--- config.mk ---
export PLATFORM = sky130hd
export DESIGN_NAME = fifo_ready_queue_with_removal_top
export DESIGN_NICKNAME = d
export VERILOG_FILES = /design/src/rtl/frq_pkg.sv /design/src/rtl/frq_ctrl.sv /design/src/rtl/frq_dp.sv /design/src/rtl/fifo_ready_queue_with_removal_top.sv
export VERILOG_INCLUDE_DIRS = /design/src /design/src/rtl
export SDC_FILE = /design/constraint.sdc
export NUM_CORES = 1
export LEC_CHECK = 0
export BUFFER_PORTS_ARGS = -buffer_cell sky130_fd_sc_hd__buf_4
export CAP_MARGIN = 5
export CELL_PAD_IN_SITES_DETAIL_PLACEMENT = 1
export CELL_PAD_IN_SITES_GLOBAL_PLACEMENT = 1
export CORE_ASPECT_RATIO = 2
export CORE_MARGIN = 3
export CORE_UTILIZATION = 57
export DETAILED_ROUTE_END_ITERATION = 6
export GPL_TIMING_DRIVEN = 0
export PLACE_DENSITY = 0.9
export SETUP_SLACK_MARGIN = 0.2
export SYNTH_ARGS = -nofsm -noshare
export SYNTH_HDL_FRONTEND = slang
export SYNTH_SLANG_ARGS = --single-unit
--- constraint.sdc ---
create_clock -name clk -period 4.2 [get_ports clk]
set_input_delay 0.63 -clock clk [delete_from_list [all_inputs] [get_ports clk]]
set_output_delay 0.63 -clock clk [all_outputs]
set_load 0.05 [all_outputs]
--- src/rtl/fifo_ready_queue_with_removal_top_assert.svh ---
// Assertion macros for the ready queue. Each macro expects clk and rst_n in scope.
`ifndef FIFO_READY_QUEUE_WITH_REMOVAL_TOP_ASSERT_SVH
`define FIFO_READY_QUEUE_WITH_REMOVAL_TOP_ASSERT_SVH

// The consequent must hold in the same cycle as the antecedent.
`define FRQ_ASSERT_SAME(lbl, ante, cons, msg) \
  lbl: assert property (@(posedge clk) disable iff (!rst_n) (ante) |-> (cons)) \
    else $error(msg);

// The consequent must hold in the cycle after the antecedent.
`define FRQ_ASSERT_NEXT(lbl, ante, cons, msg) \
  lbl: assert property (@(posedge clk) disable iff (!rst_n) (ante) |=> (cons)) \
    else $error(msg);

`endif

--- src/rtl/frq_pkg.sv ---
`timescale 1ns / 1ps
package frq_pkg;

  localparam int QUEUE_DEPTH = 16;
  localparam int ID_BITS     = 8;
  localparam int IDX_W       = $clog2(QUEUE_DEPTH);
  localparam int CNT_W       = $clog2(QUEUE_DEPTH + 1);

  // Fixed field widths on the ports.
  localparam int CMD_BITS    = 2;
  localparam int TID_BITS    = 8;
  localparam int STAT_BITS   = 2;
  localparam int COUNT_BITS  = 5;
  localparam int IN_TDATA_W  = 8;
  localparam int OUT_TDATA_W = 16;

  typedef enum logic [CMD_BITS-1:0] {
    OP_ENQ = 2'd0,
    OP_DEQ = 2'd1,
    OP_REM = 2'd2
  } op_t;

  typedef enum logic [STAT_BITS-1:0] {
    ST_OK        = 2'd0,
    ST_EMPTY     = 2'd1,
    ST_NOT_FOUND = 2'd2,
    ST_FULL      = 2'd3
  } status_t;

  typedef enum logic [2:0] {
    S_IDLE,
    S_DECODE,
    S_SEARCH,
    S_SHIFT,
    S_DONE
  } state_t;

  typedef struct packed {
    logic    in_ready;
    logic    capture;
    logic    enqueue;
    logic    take_head;
    logic    clear_scan;
    logic    step_scan;
    logic    shift;
    logic    set_st;
    status_t st_code;
    logic    load_out;
  } ctl_cmd_t;

  typedef struct packed {
    op_t  op;
    logic full;
    logic empty;
    logic hit;
    logic scan_last;
    logic out_free;
  } ctl_sts_t;

endpackage

--- src/rtl/frq_ctrl.sv ---
`timescale 1ns / 1ps
module frq_ctrl (
  input  logic             clk,
  input  logic             rst_n,
  input  logic             in_tvalid,
  input  frq_pkg::ctl_sts_t sts,
  output frq_pkg::ctl_cmd_t cmd
);
  import frq_pkg::*;

  state_t state_r;
  state_t state_nxt;

  always_ff @(posedge clk) begin
    if (!rst_n) begin
      state_r <= S_IDLE;
    end else begin
      state_r <= state_nxt;
    end
  end

  always_comb begin
    state_nxt = state_r;
    unique case (state_r)
      S_IDLE: begin
        if (in_tvalid) state_nxt = S_DECODE;
      end
      S_DECODE: begin
        unique case (sts.op)
          OP_DEQ:  state_nxt = sts.empty ? S_DONE : S_SHIFT;
          OP_REM:  state_nxt = sts.empty ? S_DONE : S_SEARCH;
          default: state_nxt = S_DONE;
        endcase
      end
      S_SEARCH: begin
        if (sts.hit) begin
          state_nxt = S_SHIFT;
        end else if (sts.scan_last) begin
          state_nxt = S_DONE;
        end
      end
      S_SHIFT: state_nxt = S_DONE;
      S_DONE: begin
        if (sts.out_free) state_nxt = S_IDLE;
      end
      default: state_nxt = S_IDLE;
    endcase
  end

  always_comb begin
    cmd = '0;
    cmd.st_code = ST_OK;
    unique case (state_r)
      S_IDLE: begin
        cmd.in_ready = 1'b1;
        cmd.capture  = in_tvalid;
      end
      S_DECODE: begin
        unique case (sts.op)
          OP_ENQ: begin
            if (sts.full) begin
              cmd.set_st  = 1'b1;
              cmd.st_code = ST_FULL;
            end else begin
              cmd.enqueue = 1'b1;
            end
          end
          OP_DEQ: begin
            if (sts.empty) begin
              cmd.set_st  = 1'b1;
              cmd.st_code = ST_EMPTY;
            end else begin
              cmd.take_head  = 1'b1;
              cmd.clear_scan = 1'b1;
            end
          end
          OP_REM: begin
            if (sts.empty) begin
              cmd.set_st  = 1'b1;
              cmd.st_code = ST_NOT_FOUND;
            end else begin
              cmd.clear_scan = 1'b1;
            end
          end
          default: ;
        endcase
      end
      S_SEARCH: begin
        if (!sts.hit) begin
          if (sts.scan_last) begin
            cmd.set_st  = 1'b1;
            cmd.st_code = ST_NOT_FOUND;
          end else begin
            cmd.step_scan = 1'b1;
          end
        end
      end
      S_SHIFT: cmd.shift = 1'b1;
      S_DONE:  cmd.load_out = sts.out_free;
      default: ;
    endcase
  end

endmodule

--- src/rtl/frq_dp.sv ---
`timescale 1ns / 1ps
module frq_dp (
  input  logic                                clk,
  input  logic                                rst_n,
  input  logic [frq_pkg::CMD_BITS-1:0]        in_cmd,
  input  logic [frq_pkg::TID_BITS-1:0]        in_tid,
  input  logic                                out_tready,
  input  frq_pkg::ctl_cmd_t                   cmd,
  output frq_pkg::ctl_sts_t                   sts,
  output logic                                out_tvalid,
  output logic [frq_pkg::OUT_TDATA_W-1:0]     out_tdata,
  output logic [frq_pkg::STAT_BITS-1:0]       out_tuser
);
  import frq_pkg::*;

  logic [ID_BITS-1:0]    ent_r [QUEUE_DEPTH];
  logic [CNT_W-1:0]      occ_r;
  logic [CNT_W-1:0]      occ_nxt;
  logic [IDX_W-1:0]      scan_r;
  logic [CMD_BITS-1:0]   op_r;
  logic [ID_BITS-1:0]    id_r;
  logic [ID_BITS-1:0]    chosen_r;
  status_t               st_r;
  logic                  out_valid_r;
  logic [TID_BITS-1:0]   out_id_r;
  logic [STAT_BITS-1:0]  out_st_r;
  logic [COUNT_BITS-1:0] out_cnt_r;

  always_comb begin
    occ_nxt = occ_r;
    if (cmd.enqueue) begin
      occ_nxt = occ_r + CNT_W'(1);
    end else if (cmd.shift) begin
      occ_nxt = occ_r - CNT_W'(1);
    end
  end

  always_ff @(posedge clk) begin
    if (!rst_n) begin
      occ_r       <= '0;
      out_valid_r <= 1'b0;
    end else begin
      occ_r <= occ_nxt;
      if (cmd.load_out) begin
        out_valid_r <= 1'b1;
      end else if (out_tready) begin
        out_valid_r <= 1'b0;
      end
    end
  end

  // Entry storage: the head is entry zero, and closing a gap moves every
  // entry above the scan position down by one, over the entry at it.
  always_ff @(posedge clk) begin
    if (cmd.enqueue) begin
      ent_r[occ_r[IDX_W-1:0]] <= id_r;
    end
    if (cmd.shift) begin
      for (int k = 0; k < QUEUE_DEPTH - 1; k++) begin
        if (IDX_W'(k) >= scan_r) ent_r[k] <= ent_r[k+1];
      end
    end
  end

  always_ff @(posedge clk) begin
    if (cmd.capture) begin
      op_r     <= in_cmd;
      id_r     <= ID_BITS'(in_tid);
      chosen_r <= '0;
      st_r     <= ST_OK;
    end else begin
      if (cmd.take_head) chosen_r <= ent_r[0];
      if (cmd.set_st)    st_r     <= cmd.st_code;
    end
    if (cmd.clear_scan) begin
      scan_r <= '0;
    end else if (cmd.step_scan) begin
      scan_r <= scan_r + IDX_W'(1);
    end
    if (cmd.load_out) begin
      out_id_r  <= TID_BITS'(chosen_r);
      out_st_r  <= st_r;
      out_cnt_r <= COUNT_BITS'(occ_r);
    end
  end

  always_comb begin
    sts.op        = op_t'(op_r);
    sts.full      = (occ_r == CNT_W'(QUEUE_DEPTH));
    sts.empty     = (occ_r == '0);
    sts.hit       = (ent_r[scan_r] == id_r);
    sts.scan_last = ({1'b0, scan_r} == (occ_r - CNT_W'(1)));
    sts.out_free  = !out_valid_r || out_tready;
  end

  assign out_tvalid = out_valid_r;
  assign out_tdata  = {(OUT_TDATA_W - TID_BITS - COUNT_BITS)'(0), out_cnt_r, out_id_r};
  assign out_tuser  = out_st_r;

endmodule

--- src/rtl/fifo_ready_queue_with_removal_top.sv ---
// Sequence: after the input transfer, enqueue passes DECODE and DONE; dequeue DECODE, SHIFT
//   and DONE; remove DECODE, SEARCH (one entry per cycle), SHIFT on a hit and DONE.
// An empty queue skips SHIFT and SEARCH. Throughput: one item at a time; the next is taken
//   once the result has left DONE, and a remove that searches the whole list takes longest.
// Reset: synchronous active-low rst_n empties the queue and drops any pending result;
//   entry contents are not cleared.
`timescale 1ns / 1ps
`include "fifo_ready_queue_with_removal_top_assert.svh"
module fifo_ready_queue_with_removal_top (
  input  logic                                clk,
  input  logic                                rst_n,
  input  logic                                in_tvalid,
  output logic                                in_tready,
  input  logic [frq_pkg::IN_TDATA_W-1:0]      in_tdata,   // [7:0] thread_id
  input  logic [frq_pkg::CMD_BITS-1:0]        in_tuser,   // [1:0] command
  output logic                                out_tvalid,
  input  logic                                out_tready,
  output logic [frq_pkg::OUT_TDATA_W-1:0]     out_tdata,  // [7:0] chosen_id, [12:8] entry_count
  output logic [frq_pkg::STAT_BITS-1:0]       out_tuser   // [1:0] status
);
  import frq_pkg::*;

  ctl_cmd_t cmd;
  ctl_sts_t sts;

  frq_ctrl u_ctrl (
    .clk       (clk),
    .rst_n     (rst_n),
    .in_tvalid (in_tvalid),
    .sts       (sts),
    .cmd       (cmd)
  );

  frq_dp u_dp (
    .clk        (clk),
    .rst_n      (rst_n),
    .in_cmd     (in_tuser),
    .in_tid     (in_tdata[TID_BITS-1:0]),
    .out_tready (out_tready),
    .cmd        (cmd),
    .sts        (sts),
    .out_tvalid (out_tvalid),
    .out_tdata  (out_tdata),
    .out_tuser  (out_tuser)
  );

  assign in_tready = cmd.in_ready;

  `FRQ_ASSERT_NEXT(a_one_item_at_a_time, in_tvalid && in_tready, !in_tready, "input taken while busy")
  `FRQ_ASSERT_SAME(a_count_bound, out_tvalid, out_tdata[12:8] <= COUNT_BITS'(QUEUE_DEPTH), "count above depth")
  `FRQ_ASSERT_SAME(a_full_count, out_tvalid && (out_tuser == ST_FULL), out_tdata[12:8] == COUNT_BITS'(QUEUE_DEPTH), "full status with room left")
  `FRQ_ASSERT_SAME(a_empty_result, out_tvalid && (out_tuser == ST_EMPTY), (out_tdata[12:8] == '0) && (out_tdata[7:0] == '0), "empty status with entries or an id")

endmodule
Yosys cells after proc, flatten, opt, wreduce, memory -nomap -nowiden
Memory sizes are Yosys's and may differ from the RTL's. A register that Yosys moved wholly into a read port is not among the register bits.
Index checks and enable logic that the tools add are counted.

word-level totals
  memory bits (read-only) = 0
  memory bits (writable) = 128
  memories = 1
  bits of input ports = 14
  register bits after elaboration = 40
  output and inout port bits = 20
  latch bits = 0

memory list
  memory      words  width  read ports  clocked after Yosys merged registers in  write ports  RTL line      source
  u_dp.ent_r  16     8      17          2                                        15           frq_dp.sv:16  logic [ID_BITS-1:0] ent_r [QUEUE_DEPTH];

cells by class
  multiply operators = 0
  order comparisons = 15
  shifts and indexed selects = 0
  muxes and demuxes = 84
  bitwise gates (word level) = 0
  div/mod/pow operators = 0
  equality and inequality tests = 12
  reductions and logical operators = 9
  $add $sub $neg = 3

operators by type and width
  operator             number
  $mux 1               59
  $mux 3               12
  $ge 4x4->1 const A   7
  $ge 3x4->1 const A   4
  $pmux 3 s5           1
  $mux 4               3
  $pmux 3 s2           2
  $mux 5               2
  $pmux 3 s3           1
  $eq 8x8->1           1
  $ge 1x4->1 const A   2
  $ge 2x4->1 const A   2
  $mux 8               1
  $reduce_or 8->1      1
  $eq 3x2->1 const B   2
  $add 5x1->5 const B  1
  $eq 4x5->1           1
  $eq 5x5->1 const B   1
  $logic_not 5->1      1
  $sub 5x1->5 const B  1
  $add 4x1->4 const B  1
  $mux 2               2
  $reduce_bool 2->1    2
  $eq 3x1->1 const B   1
  other kinds (12)     12

Depth between registers and ports, before layout
Gate-level depths: netlist of run 1.

  depth in word-level cells = 7
  gate-level depth with buffers = 11
  depth with buffers taken out = 10

Hierarchy
From an unflattened synthesis of run 1, not the netlist that was laid out.

second synthesis, totals
  cell total of the unflattened synthesis = 641
  area total of the unflattened synthesis = 9042.4 um^2

by module, submodules not included
  module    cells each  area each (um^2)  sequential area each (um^2)  instances
  frq_dp    590         8662.1            5074.9                       1
  frq_ctrl  51          380.4             60.1                         1

Worst setup path before layout of run 1
Ideal clock, no wire load.

  kind = register -> register
  from = register u_ctrl.state_r[0]
  to = memory u_dp.ent_r[0][0] (enable)
  clock period less this slack = 2.489 ns
  arrival time = 2.105 ns
  stages on the path, launching flop included = 9
  buffers on the path = 2
  setup time = 0.384 ns
  required time = 3.816 ns
  setup slack = 1.711 ns
  cell sequence = dfxtp_1 nor2b_1 and2_1 clkbuf_1 nand2b_1 buf_2 nor2_2 nand2_1 o21ai_0

RTL lines
  what                    RTL line        source
  start, declared         frq_ctrl.sv:11  state_t state_r;
  start signal, assigned  frq_ctrl.sv:18  state_r <= state_nxt;
  end, declared           frq_dp.sv:16

==> flow_metrics.py, run 1 <==
metrics = {
    "status": {
        "outcome": "finished, final reports clean",
    },
    "setup_path": {
        "crit_required_ns": 4.35,
        "cp-end-kind": "flip-flop",
        "crit_fanout": 10,
        "slowest_delay_ns": 0.65,
        "startpoint_type": "flip-flop",
        "crit_slowest_cell": "nor2_2",
        "cp.arrival_ns": 4.01,
        "crit_chain": "nor2b_1, and2_1, clkbuf_1, nand2b_1, buf_2, nor2_2, nand2_1, o21ai_1, buf_6",
        "critPathKind": "reg -> reg",
    },
    "finish": {
        "fin_util_pct": 65.7,
        "syn_to_final_growth_pct": 12.3,
        "seq_area_mm2": 0.00513,
        "final_nets": 700,
        "mostFrequentLayoutCell": "edfxtp_1",
        "multi_input_area_mm2": 0.00364,
        "mostFrequentLayoutCells": "edfxtp_1, mux2_2, nand2_1",
        "n_fill_cell": 1424,
        "antennaDiodeCount": 0,
        "final_layout_size_suffix_gt1_share_pct": 34.5,
    },
    "sta": {
        "hold_viol": 0,
        "slew_headroom_pct": 6.73,
        "min_period_over_period_pct": 91.9,
        "fmax_ghz": 0.259,
        "rsz0062_at_grt": "false",
        "slew_viol_final": 0,
        "fin_crit_ns": 3.86,
        "finalSetupTns_ns": 0,
        "tightestPinTransition_ns": 1.40,
        "whs_ns": 0.354,
        "setup_viol": 0,
        "skew_ns": 0.0105,
        "fin_ws_ns": 0.342,
    },
    "synthesis": {
        "synth_area_mm2": 0.00904,
        "async_flop_share_pct": 0,
        "ys_warn_count": 0,
        "ys_seq_area_share_pct": 56.8,
        "ys.flop_type": "edfxtp_1",
        "synth_edf_count": 153,
        "syn_inst": 619,
        "netlist.area_leader.share_pct": 50.8,
        "yosys-top-cells-area": "edfxtp_1, mux2_2, dfxtp_1",
        "synth_area_per_cell_um2": 14.6,
        "ys_ff_latch": 180,
        "netlist-cell-type-count": 59,
        "yosysTopAreaCell": "edfxtp_1",
    },
    "die": {
        "io_pins": 34,
        "die_h_um": 184,
        "die_area_mm2": 0.0175,
        "core_mm2": 0.0155,
        "start_util_pct": 58.5,
        "die_w_um": 95.1,
        "rows": 64,
    },
    "clock_network": {
        "ctsHoldBuffers": 0,
        "clkLatencyLatePin_ns": 0.45,
        "cts_setup_buffers": 0,
        "clkSinkCount": 180,
        "clockBufferDepth": 2,
        "post_cts_resize_count": 0,
        "htree_levels": 4,
        "cts_tree": "done",
        "clk_pin_slew_ns": 0.07,
        "cts_root_buf": "clkbuf_16",
        "numCtsBuffers": 17,
    },
    "placement": {
        "port_buffers": 30,
        "routabilityCongestion": 0.902,
        "dp_hpwl_um": 19200,
        "place_ws_ns": 0.451,
    },
    "detailed_routing": {
        "vias": 6148,
        "drt_iter0_drc": 524,
        "ant_nets": 0,
        "via_per_inst": 6.95,
        "drc": 0,
        "drtPass1Iterations": 7,
        "post_drt_wl_per_cell_um": 32.4,
        "drt-total-wl_um": 28700,
    },
    "power": {
        "cellPowerDensity_mw_per_mm2": 398,
        "p_leak_nw": 3.59,
        "peakVddDrop_uv": 364,
        "power_mw": 4.04,
    },
    "global_routing": {
        "grt_pass1_vias": 6693,
        "grt_usage_pct": 34.9,
        "grt_pass1_wl_um": 42700,
        "antenna_found_initial": 0,
        "grt_max_degree": 20,
        "gr-total-overflow": 0,
    },
    "flow_run": {
        "maxCapViolations": 0,
    },
    "worst_hold_path": {
        "hold_class": "in -> reg",
    },
}
[power breakdown]
part	switching (mW)	internal (mW)	total, mW
combinational	0.237	0.168	0.405
sequential	0.0261	1.97	2.00
clock	0.752	0.883	1.64
[flip-flops by register name, summed over array words and instances, names as in the netlist, named ones only]
name / cells
u_dp.ent_r: 128
u_dp.chosen_r: 8
u_dp.id_r: 8
u_dp.out_id_r: 8
u_dp.occ_r: 5
u_dp.out_cnt_r: 5
u_dp.scan_r: 4
u_ctrl.state_r: 3
u_dp.op_r: 2
u_dp.out_tuser: 2
u_dp.st_r: 2
u_dp.out_tvalid: 1
[cells in the mapped netlist, drive strengths merged (5+ instances only)]
cell and count:
mux4 27, nor2b 7, xnor2 5, xor2 10, nor3 11, nand2 45, mux2 125, ha 12
nand3 17, nor2 22, clkbuf 18, a21oi 8, and3 6, edfxtp 153, o21ai 16, mux2i 31
dfxtp 27, buf 23, inv 9
[worst max-delay path: cells and delay by family, from the launching register on]
family / cells / cell delay [ns]
AND/OR/NAND/NOR: 5 / 1.89
buffers and inverters: 3 / 0.76
AO/OA/AOI/OAI: 1 / 0.47
flip-flops: 1 / 0.43
[metal layers]
layer,global-route usage (%),share of wire (%)
met1,37.0,32
met2,59.9,53
met3,6.99,6.9
met4,25.3,7.9
met5,0,0
[layout make-up]
class,count,area share [%]
flip-flops and latches,180,50.6
clock buffers,18,4.23
repair buffers,34,2.70
plain buffers,41,2.38
multi-input cells,391,35.9
clock inverters,14,1.50
well taps,198,2.44
inverters,9,0.333
[logic make-up after synthesis]
group                      after synthesis  share of synthesized area, %
AOI/OAI and AO/OA                       49                          3.68
xor gates and xnor gates                15                          1.45
adders and majority gates               12                          1.66
buffers and inverters                   50                          3.04
DFF                                    180                          56.8
muxes                                  183                          26.1
other                                    1                        0.0415
and+or+nand+nor                        129                          7.21
[per-stage QoR]
stage	std cells	cell area, µm²
after floorplan	621	9050
after global routing	885	10200
after global placement	849	9520
after detailed placement	852	9560
after CTS	884	10100
final	885	10200
[worst paths after layout]
path	startpoint	end	slack, ns	cells after the start
max	u_ctrl.state_r[0]	u_dp.ent_r[0][4]	0.34	9
min	in_tuser[0]	u_dp.op_r[0]	0.35	1
max reg2reg	u_ctrl.state_r[0]	u_dp.ent_r[0][4]	0.34	9
min reg2reg	u_dp.chosen_r[1]	u_dp.out_id_r[1]	0.44	0
Note: power is estimated with default switching activity, not from simulation.
==> inputs of run 2 (changes only) <==
--- a/config.mk
+++ b/config.mk
@@ -8,14 +8,12 @@
 export LEC_CHECK = 0
 export BUFFER_PORTS_ARGS = -buffer_cell sky130_fd_sc_hd__buf_4
 export CAP_MARGIN = 5
-export CELL_PAD_IN_SITES_DETAIL_PLACEMENT = 1
-export CELL_PAD_IN_SITES_GLOBAL_PLACEMENT = 1
 export CORE_ASPECT_RATIO = 2
 export CORE_MARGIN = 3
 export CORE_UTILIZATION = 57
 export DETAILED_ROUTE_END_ITERATION = 6
 export GPL_TIMING_DRIVEN = 0
-export PLACE_DENSITY = 0.9
+export PLACE_DENSITY = 0.78
 export SETUP_SLACK_MARGIN = 0.2
 export SYNTH_ARGS = -nofsm -noshare
 export SYNTH_HDL_FRONTEND = slang
==> run 2 against run 1 <==
Compared with the run above:
- the run now ends with capacitance limit, slew limit left
- first-iteration DRC count rose by 15%
- clock power decreased by 2%
- total power fell by 1.7%
- register-to-register slack gained 0.18 ns
- sequential power about the same
- sequential cell count stayed put
- worst hold slack better by 0.0070 ns
- final area is essentially flat
- fmax rose by 5.0%
- non-clock buffer count fell by 1
==> flow_metrics.py, run 2 (synthesized netlist as in run 1, its figures left out) <==
metrics = {
    "status": {
        "failed_checks": "capacitance limit, slew limit",
        "outcome": "finished, violations left",
    },
    "finish": {
        "largest_reg_flops": 128,
        "mostFrequentLayoutCells": "edfxtp_1, mux2_2, nand2_1",
        "top_register": "u_dp.ent_r",
        "final_layout_size_suffix_gt1_share_pct": 34.4,
        "stdcell_area_mm2": 0.0101,
        "antennaDiodeCount": 0,
        "fin_util_pct": 65.7,
        "mostFrequentLayoutCell": "edfxtp_1",
        "final_nets": 699,
        "syn_to_final_growth_pct": 12.2,
    },
    "sta": {
        "fin_crit_ns": 3.67,
        "finalSetupTns_ns": 0,
        "skew_ns": 0.0148,
        "hold_viol": 0,
        "setup_viol": 0,
        "slew_headroom_pct": -0.917,
        "min_period_over_period_pct": 87.5,
        "tightestPinTransition_ns": 1.51,
        "rsz0062_at_grt": "false",
        "whs_ns": 0.361,
        "slew_viol_final": 10,
        "fmax_ghz": 0.272,
    },
    "power": {
        "peakVddDrop_uv": 299,
        "cellPowerDensity_mw_per_mm2": 391,
        "clkPwrFrac_pct": 40.2,
        "intPower_mw": 3.02,
        "combPwrFrac_pct": 9.5,
        "p_sw_uw": 947,
        "switching_share_pct": 23.8,
        "p_leak_nw": 3.57,
        "p_seq_share_pct": 50.3,
    },
    "clock_network": {
        "numCtsBuffers": 17,
        "post_cts_resize_count": 0,
        "clockBufferDepth": 2,
        "cts_root_buf": "clkbuf_16",
        "clkLatencyLatePin_ns": 0.45,
        "clk_pin_slew_ns": 0.07,
        "htree_levels": 4,
        "ctsHoldBuffers": 0,
        "clkSinkCount": 180,
        "cts_setup_buffers": 0,
        "cts_tree": "done",
    },
    "placement": {
        "dp_hpwl_um": 16900,
        "port_buffers": 30,
        "routabilityCongestion": 0.943,
        "place_area_mm2": 0.00955,
    },
    "worst_hold_path": {
        "min-delay-start": "in_tdata[2]",
        "hold_class": "in -> reg",
        "hold_depth": 1,
        "min_to": "u_dp.id_r[2]",
    },
    "detailed_routing": {
        "drt-total-wl_um": 23600,
        "drt_iter0_drc": 603,
        "ant_nets": 0,
        "drc": 0,
        "drtPass1Iterations": 5,
        "via_per_inst": 6.40,
        "post_drt_wl_per_cell_um": 26.6,
        "vias": 5658,
    },
    "die": {
        "die_h_um": 184,
        "io_pins": 34,
        "rows": 64,
        "core_mm2": 0.0155,
        "die_area_mm2": 0.0175,
        "start_util_pct": 58.5,
        "die_w_um": 95.1,
    },
    "global_routing": {
        "gr-total-overflow": 0,
        "grt_max_degree": 20,
        "grt_pass1_vias": 5929,
        "grt_usage_pct": 28.6,
        "grt_pass1_wl_um": 35000,
        "antenna_found_initial": 0,
    },
    "setup_path": {
        "startpoint_type": "flip-flop",
        "worstPathBufferInverterCount": 3,
        "crit_required_ns": 4.35,
        "crit_chain": "nor2b_1, and2_1, clkbuf_1, nand2b_1, buf_2, nor2_2, nand2_2, o21ai_1, buf_6",
        "cp_top_family": "simple AND/OR/NAND/NOR gates",
        "rr_endpoint": "u_dp.ent_r[0][7]",
        "rr_startpoint": "u_ctrl.state_r[0]",
        "cp.arrival_ns": 3.83,
        "startpoint": "u_ctrl.state_r[0]",
        "critPathKind": "reg -> reg",
        "slowest_delay_ns": 0.66,
        "reg2regPathDepth": 9,
        "crit_fanout": 10,
        "rrSetupSlack_ns": 0.53,
        "crit_slowest_cell": "nor2_2",
        "cp-end-kind": "flip-flop",
    },
    "flow_run": {
        "maxCapViolations": 1,
    },
}
## run 2: cell type report
class | instances | area, µm²
Buffer | 41 | 241
Clock buffer | 19 | 433
Clock inverter | 13 | 149
Fill cell | 1114 | 5310
Inverter | 9 | 33.8
Multi-Input combinational cell | 391 | 3650
Sequential cell | 180 | 5130
Tap cell | 198 | 248
Timing Repair Buffer | 33 | 263
## run 2: how the worst max path moves through the flow
stage / slack [ns] / cells past startpoint / endpoint
6_report: 0.53 / 9 / u_dp.ent_r[0][7]
3_3_place_gp: 0.16 / 8 / u_dp.ent_r[0][0]
2_1_floorplan: 1.71 / 8 / u_dp.ent_r[0][0]
5_1_grt: 0.39 / 9 / u_dp.ent_r[0][3]
4_1_cts: 0.28 / 9 / u_dp.ent_r[0][0]
3_5_place_dp: 0.31 / 9 / u_dp.ent_r[0][0]
## run 2: per-stage QoR
stage	setup WS, ns	total power, mW	cells
4_1_cts	0.284	3.97	883
5_1_grt	0.390	4.07	884
3_5_place_dp	0.312	2.41	851
3_3_place_gp	0.156	2.39	849
6_report	0.525	3.97	884
2_1_floorplan	1.71	2.30	621
## run 2: power groups by stage
stage          registers [mW]  logic (mW)  clock network, mW
2_1_floorplan            2.04       0.261                  0
3_3_place_gp             2.04       0.356                  0
3_5_place_dp             2.04       0.373                  0
4_1_cts                  2.00       0.376               1.60
5_1_grt                  2.00       0.405               1.66
6_report                 2.00       0.378               1.60
## run 2: per-layer routing
layer / GRT usage, % / vias up / part of all wire, %
met5: 0 / - / 0
met4: 18.6 / 0 / 5.9
met3: 5.27 / 93 / 4.9
met2: 50.9 / 279 / 55
met1: 29.8 / 2810 / 34
li1: - / 2476 / -
